[src/sv/mcdm_pkg.sv]
// Shared widths, register indexes, sideband type and the sine generator for the
// mecanum drive mixer. It has no dependencies.
package mcdm_pkg;

  localparam int unsigned SINE_DEPTH_DEF = 1024;

  // Register indexes on the write port.
  localparam logic [1:0] REG_MAX_OUTPUT  = 2'd0;
  localparam logic [1:0] REG_INVERT_MASK = 2'd1;
  localparam logic [1:0] REG_SYNC_GROUP  = 2'd2;

  localparam int unsigned PROD_W = 33;  // Q2.14 times Q1.14 products
  localparam int unsigned W_W    = 34;  // signed wheel sums in Q28
  localparam int unsigned ABS_W  = 33;  // wheel magnitudes
  localparam int unsigned NUM_W  = 49;  // magnitude times max_output
  localparam int unsigned N_W    = 51;  // rounded dividend
  localparam int unsigned D_W    = 34;  // divisor, twice the norm
  localparam int unsigned Q_W    = 17;  // quotient bits resolved

  // Register stages from an accepted word to its result strobe.
  localparam int unsigned LATENCY = 6 + Q_W + 1;

  typedef struct packed {
    logic valid;
    logic neg;
    logic scaled;
  } div_side_t;

  // Sine of a turn fraction given in Q32, returned in Q1.14. It is only
  // evaluated at elaboration to build the tables.
  function automatic logic signed [15:0] sine_q14(longint unsigned phase_in);
    longint unsigned phase, quad, r, theta, t2, h, s, v;
    phase = phase_in & 64'hFFFF_FFFF;
    quad  = phase >> 30;
    r     = phase & 64'h3FFF_FFFF;
    if (quad[0]) r = 64'd1073741824 - r;
    theta = (r * 64'd1686629713) >> 30;
    t2    = (theta * theta) >> 30;
    h     = 64'd1073741824;
    h     = 64'd1073741824 - ((t2 * h) >> 30) / 64'd156;
    h     = 64'd1073741824 - ((t2 * h) >> 30) / 64'd110;
    h     = 64'd1073741824 - ((t2 * h) >> 30) / 64'd72;
    h     = 64'd1073741824 - ((t2 * h) >> 30) / 64'd42;
    h     = 64'd1073741824 - ((t2 * h) >> 30) / 64'd20;
    h     = 64'd1073741824 - ((t2 * h) >> 30) / 64'd6;
    s = (theta * h) >> 30;
    v = (s + 64'd32768) >> 16;
    if (quad[1]) v = -v;
    return 16'(v);
  endfunction

endpackage

[src/sv/mcdm_div.sv]
// Pipelined restoring divider for one wheel lane, one quotient bit per stage.
// Depends on mcdm_pkg for widths and the sideband type.
module mcdm_div #(
  parameter int unsigned NW = mcdm_pkg::N_W,
  parameter int unsigned DW = mcdm_pkg::D_W,
  parameter int unsigned QW = mcdm_pkg::Q_W
) (
  input  logic                clk_i,
  input  logic                rst_ni,
  input  mcdm_pkg::div_side_t side_i,
  input  logic [NW-1:0]       num_i,
  input  logic [DW-1:0]       den_i,
  output mcdm_pkg::div_side_t side_o,
  output logic [QW-1:0]       quo_o
);

  mcdm_pkg::div_side_t side_q [QW+1];
  logic [NW-1:0]       rem_q  [QW+1];
  logic [DW-1:0]       den_q  [QW+1];
  logic [QW-1:0]       quo_q  [QW+1];

  always_comb begin
    side_q[0] = side_i;
    rem_q[0]  = num_i;
    den_q[0]  = den_i;
    quo_q[0]  = '0;
  end

  for (genvar gi = 1; gi <= QW; gi++) begin : g_stage
    localparam int unsigned BIT = QW - gi;
    logic [NW-1:0] sub_w;
    logic          take_w;
    logic [QW-1:0] bit_w;
    assign sub_w  = NW'(den_q[gi-1]) << BIT;
    assign take_w = rem_q[gi-1] >= sub_w;
    assign bit_w  = QW'(take_w) << BIT;

    always_ff @(posedge clk_i or negedge rst_ni) begin
      if (!rst_ni) begin
        side_q[gi] <= '0;
      end else begin
        side_q[gi] <= side_q[gi-1];
      end
    end

    always_ff @(posedge clk_i) begin
      rem_q[gi] <= take_w ? rem_q[gi-1] - sub_w : rem_q[gi-1];
      den_q[gi] <= den_q[gi-1];
      quo_q[gi] <= quo_q[gi-1] | bit_w;
    end
  end

  assign side_o = side_q[QW];
  assign quo_o  = quo_q[QW];

endmodule

[config.mk]
export PLATFORM = sky130hd
export DESIGN_NAME = mcdm_div
export DESIGN_NICKNAME = d
export VERILOG_FILES = /design/src/sv/mcdm_pkg.sv /design/src/sv/mcdm_div.sv
export SDC_FILE = /design/constraint.sdc
export NUM_CORES = 2
export LEC_CHECK = 0
export BUFFER_PORTS_ARGS = -buffer_cell sky130_fd_sc_hd__buf_2
export CAP_MARGIN = 15
export CORE_MARGIN = 5
export CORE_UTILIZATION = 45
export CTS_BUF_LIST = sky130_fd_sc_hd__clkbuf_4
export DETAILED_ROUTE_END_ITERATION = 8
export GPL_TIMING_DRIVEN = 1
export PLACE_DENSITY = 0.73
export SYNTH_ARGS = -nofsm -noshare
export SYNTH_HDL_FRONTEND = slang
export SYNTH_SLANG_ARGS = --single-unit
[constraint.sdc]
create_clock -name clk_i -period 3.4 [get_ports clk_i]
set_input_delay 0.68 -clock clk_i [delete_from_list [all_inputs] [get_ports clk_i]]
set_output_delay 0.68 -clock clk_i [all_outputs]
set_load 0.005 [all_outputs]
Yosys cells after proc, flatten, opt, wreduce, memory -nomap -nowiden

Index checks and enable logic that the tools add are counted.

Flip-flop bits (word level): 1684
Input port bits: 90
Logic and storage cells: 165

Bitwise gates (word level): 16
Add/sub/neg operators: 16
$lt $le $gt $ge: 17
Mux-type cells: 16

Operator list:

| operator         | number |
|---|---|
| $mux 51          | 16 |
| $ge 51x34->1     | 1 |
| $ge 51x35->1     | 1 |
| $ge 51x36->1     | 1 |
| $ge 51x37->1     | 1 |
| $ge 51x38->1     | 1 |
| $ge 51x39->1     | 1 |
| $ge 51x40->1     | 1 |
| $ge 51x41->1     | 1 |
| $ge 51x42->1     | 1 |
| $ge 51x43->1     | 1 |
| $ge 51x44->1     | 1 |
| $ge 51x45->1     | 1 |
| $ge 51x46->1     | 1 |
| $ge 51x47->1     | 1 |
| $ge 51x48->1     | 1 |
| $ge 51x49->1     | 1 |
| $ge 51x50->1     | 1 |
| $sub 51x35->51   | 1 |
| $sub 51x36->51   | 1 |
| $sub 51x37->51   | 1 |
| $sub 51x38->51   | 1 |
| $sub 51x39->51   | 1 |
| $sub 51x40->51   | 1 |
| other kinds (26) | 26 |

Depth between registers and ports, before layout

Word-level depth: 2
Depth in mapped cells: 16
Depth with buffers taken out: 14

Worst setup path before layout

No wires, ideal clock.

Path kind: in2reg
From: input port num_i[16]
To: register rem_q[866] (netlist name)
Path slack: -196 ps
Cell stages on the path: 14
Setup time: 121 ps
Data arrival time: 3475 ps
Path through: inv_1 ha_1 inv_1 fa_1 a211oi_1 nor2_1 o311ai_1 a21oi_1 nor3_1 o31ai_1 o22ai_1 o21ai_0 a221oi_1 mux2_2

Cells in the longest elaborated chain, start to end: 2
Elaborated cells on any way between the ends: 3
Those cells by class: add/sub (1); order compare (1); mux (1)

RTL lines:

| element                                               | line                           | source |
|---|---|---|
| start: declaration                                    | mcdm_div.sv:11                 | `input logic [NW-1:0] num_i,` |
| $sub 51x50->51 / $ge 51x50->1 (equally long branches) | mcdm_div.sv:47, mcdm_div.sv:35 |  |
| $mux 51 *                                             | mcdm_div.sv:47                 | `rem_q[gi] <= take_w ? rem_q[gi-1] - sub_w : rem_q[gi-1];` |
| end signal: indexed assignment                        | mcdm_div.sv:47                 |  |
| end: declaration                                      | mcdm_div.sv:18                 | `logic [NW-1:0] rem_q [QW+1];` |

Every way passes the cells marked *; elsewhere a longest branch is shown, timed or not.

Worst setup path after layout

From: input port num_i[16]
To: register rem_q[860] (netlist name)

The elaborated chain is that of the path after synthesis.

==> run_results.csv <==
group,metric,value,unit
run_status,outcome,"complete, but fails checks",
run_status,violations,"setup timing",
cts,clk_transition_reported_paths,0.06,ns
place,dp_hpwl,147000,um
global_route,grt_pass1_vias,63430,
place,dpl_worst_slack,-0.475,ns
cts,numCtsBuffers,409,
pwr,power_density,937,nW/um2
synth,synth_nets,8775,
global_route,grt_max_degree,54,
run,maxCapViolations,0,
pwr,switchingPower,33.2,mW
place,io_buffers,109,
sta,report.final.slew_viol_count,0,
sta,min_period,3.47,ns
die,initial_core_util,45.4,%
pwr,power_frac_clock,17.8,%
critical_path,cp_data_arrival_time,4.66,ns
synth,synth-seq-cells,1564,
pwr,p_leak,41.8,nW
critical_path,critical_path.max_fanout,3,
routing,drt-initial-drc-count,2877,
cts,cts_root_buffer,"clkbuf_4",
pwr,combPwrFrac,50.4,%
die,die_y,413,um
synth,yosysTopAreaCell,"dfxtp_1",
sta,setup_viol,1,
sta,max_slew_margin,44.7,%
synth,ys_types,100,
final_layout,stdcell_count,11873,
sta,fin_skew,0.144,ns
die,die-area,171000,um2
pwr,power_frac_seq,31.8,%
pwr,swShare,39.1,%
die,fp.coreArea,161000,um2
sta,rsz0062_at_grt,"yes",
routing,drc,0,
global_route,grt_pass1_wl,304000,um
cts,cts.sinks,1564,
routing,dr.pass1.iters,8,
final_layout,drive_gt1_share,20.6,%
final_layout,fin_nets,10099,
global_route,overflow,0,
critical_path,worst_setup_path_end_kind,"flip-flop",
cts,clk_latency,1.40,ns
synth,synth-main-ff-cell,"dfxtp_1",
cts,clockBufferDepth,4,
cts,htreeDepth,5,
synth,async_flop_share,3.26,%
pwr,ir_worst_vdd,0.000495,V
place,dp.cells,10913,
final_layout,fill_cells,13958,
critical_path,critPathKind,"input port to flip-flop",
sta,whs,0.158,ns
global_route,antenna_found_initial,2,
critical_path,crit_path_start_kind,"input port",
routing,routed_wl,194000,um
synth,synth_area_leaders,"dfxtp_1, ha_1, a21oi_1, o21ai_0, inv_1",
synth,yosys_warnings,0,
pwr,power.total,85.0,mW
routing,vias,61881,
routing,ant_nets,0,
synth,avgSynthCellArea,9.03,um2
cts,cts_tree,"done",
die,row_count,147,
critical_path,crit_required,4.59,ns
sta,hold_viol,0,
global_route,grt.total_usage,21.9,%
place,gp_congestion,0.984,
die,ioPinCount,110,
synth,seq_area_frac_synth,43.2,%
sta,timing.final.ws_setup,-0.0711,ns
synth,synth_top_cell_area_share,41.4,%
pwr,internal-power,51.8,mW
worst_hold_path,min-delay-path-class,"input port to flip-flop",
sta,fmax,288,MHz
routing,via_per_inst,5.21,
sta,period_share,102,%
synth,synth_edf_count,0,
sta,worst_pin_slew,0.821,ns
die,die_x,413,um
synth,netlist_area,73100,um2
final_layout,area_delta_synth_final,24.2,%
routing,wl_per_cell,16.3,um
synth,syn-instance-count,8091,
## final cells by class
type	count	area (um2)	area share, %
clock buffer	560	4200	4.63
inverter	754	2830	3.12
multi-input combinational	5515	39100	43.1
antenna	10	25.0	0.0276
timing repair buffer	1171	9640	10.6
clock inverter	139	663	0.730
tap	2160	2700	2.98
sequential	1564	31600	34.8
## synthesized netlist by cell type (20+ instances only)
cell	count
and2_1	26
nand3_1	138
and3_1	59
a21oi_1	644
buf_2	48
or4_1	33
clkbuf_1	172
nand4_1	126
o21bai_1	71
or3_1	48
o21ai_0	583
nor2_1	432
o31a_1	20
o31ai_1	57
nand2b_1	97
o211ai_1	50
ha_1	578
a21o_1	316
xor2_1	275
a31oi_1	63
o21a_1	68
nor3_1	127
nor4b_1	20
nor2b_1	76
or2_2	27
inv_1	752
nor4_1	99
xnor2_1	318
a211oi_1	49
dfrtp_1	51
buf_4	25
mux2_2	102
a2111oi_0	20
nand2_1	665
dfxtp_1	1513
## layer usage
metal	share of wire, %	GRT usage, %	routed length [um]
met3	3.8	3.69	7410
met2	53	42.0	102000
met5	0	0	0
met4	8.1	16.7	15700
met1	35	20.5	68600
## cells by family (layout without fill, tap and decap cells)
family | Yosys count | in the layout | share of synthesized area [%]
other cells | 0 | 10 | 0
xor+xnor | 593 | 593 | 7.11
compound gates | 2161 | 2161 | 18.4
simple gates | 2058 | 2058 | 13.8
buf+inv | 1012 | 2624 | 5.45
mux | 109 | 109 | 1.67
fa+ha+maj | 594 | 594 | 10.3
flops | 1564 | 1564 | 43.2
## worst paths after layout
| path | startpoint | endpoint | slack [ns] | cells past startpoint |
|---|---|---|---|---|
| min in group asynchronous | rst_ni | side_o[0] | 0.51 | 4 |
| max | num_i[16] | rem_q[860] | -0.07 | 18 |
| min reg2reg | den_q[472] | den_q[438] | 0.29 | 0 |
| max reg2reg | rem_q[831] | rem_q[812] | 0 | 17 |
| min | num_i[39] | rem_q[855] | 0.16 | 3 |
| max in group asynchronous | rst_ni | side_q[36] | 2.65 | 4 |
## sequential cells by signal, summed over array words and instances (netlist names)
signal and flops:
quo_o 17, rem_q 816, side_q 48, side_o 3
quo_q 136, den_q 544
## layout by cell type (no fill, tap or decap), drive strengths merged, types with 97 or more instances in the layout
cell / synthesis / layout
nand2: 666 / 666
clkbuf: 173 / 566
ha: 578 / 578
xor2: 275 / 275
dlygate4sd3: 0 / 185
o21ai: 596 / 596
nor3: 129 / 129
buf: 85 / 977
nor2: 433 / 433
a21o: 316 / 316
nand3: 138 / 138
inv: 754 / 756
nor4: 102 / 102
nand4: 126 / 126
nand2b: 97 / 97
a21oi: 645 / 645
dfxtp: 1513 / 1513
mux2: 102 / 102
clkinv: 0 / 130
xnor2: 318 / 318
## through the flow
stage / setup TNS [ns] / cell area, um2 / utilization [%]
after floorplan: 0 / 73100 / -
after global placement: -16.23 / 81600 / 50.7
after detailed placement: -28.85 / 81600 / 50.7
after CTS: -5.75 / 89200 / 55.4
after global routing: -4.60 / 90800 / 56.4
final: -0.0711 / 90800 / 56.4
## what timing repair did
action	in CTS	in global routing
setup buffers	15	39
gates cloned	7	6
resized for setup	112	248
hold buffers	186	1
pin swaps	44	134
endpoints found under the hold margin	140	1
setup endpoints to repair	324	413
## power by group through the flow
stage / clock, mW / sequential (mW) / combinational [mW]
floorplan: 0 / 26.0 / 28.3
global placement: 0 / 27.2 / 39.5
detailed placement: 0 / 27.3 / 40.2
CTS: 15.7 / 26.9 / 41.2
global route: 16.8 / 27.6 / 47.3
finish: 15.1 / 27.0 / 42.9
## worst max-delay path, stage by stage
cell           delay, ns
buf_2               0.09
dlygate4sd3_1       0.58
inv_1               0.08
ha_1                0.16
inv_1               0.07
fa_2                0.35
a211oi_2            0.21
nor2_2              0.08
o311ai_4            0.32
a21oi_2             0.11
nor3_2              0.26
buf_4               0.18
o21bai_1            0.10
a311o_1             0.35
a21oi_2             0.15
xnor2_1             0.07
mux2_2              0.26
dlygate4sd3_1       0.55
Power figures use the tool's default switching activity.
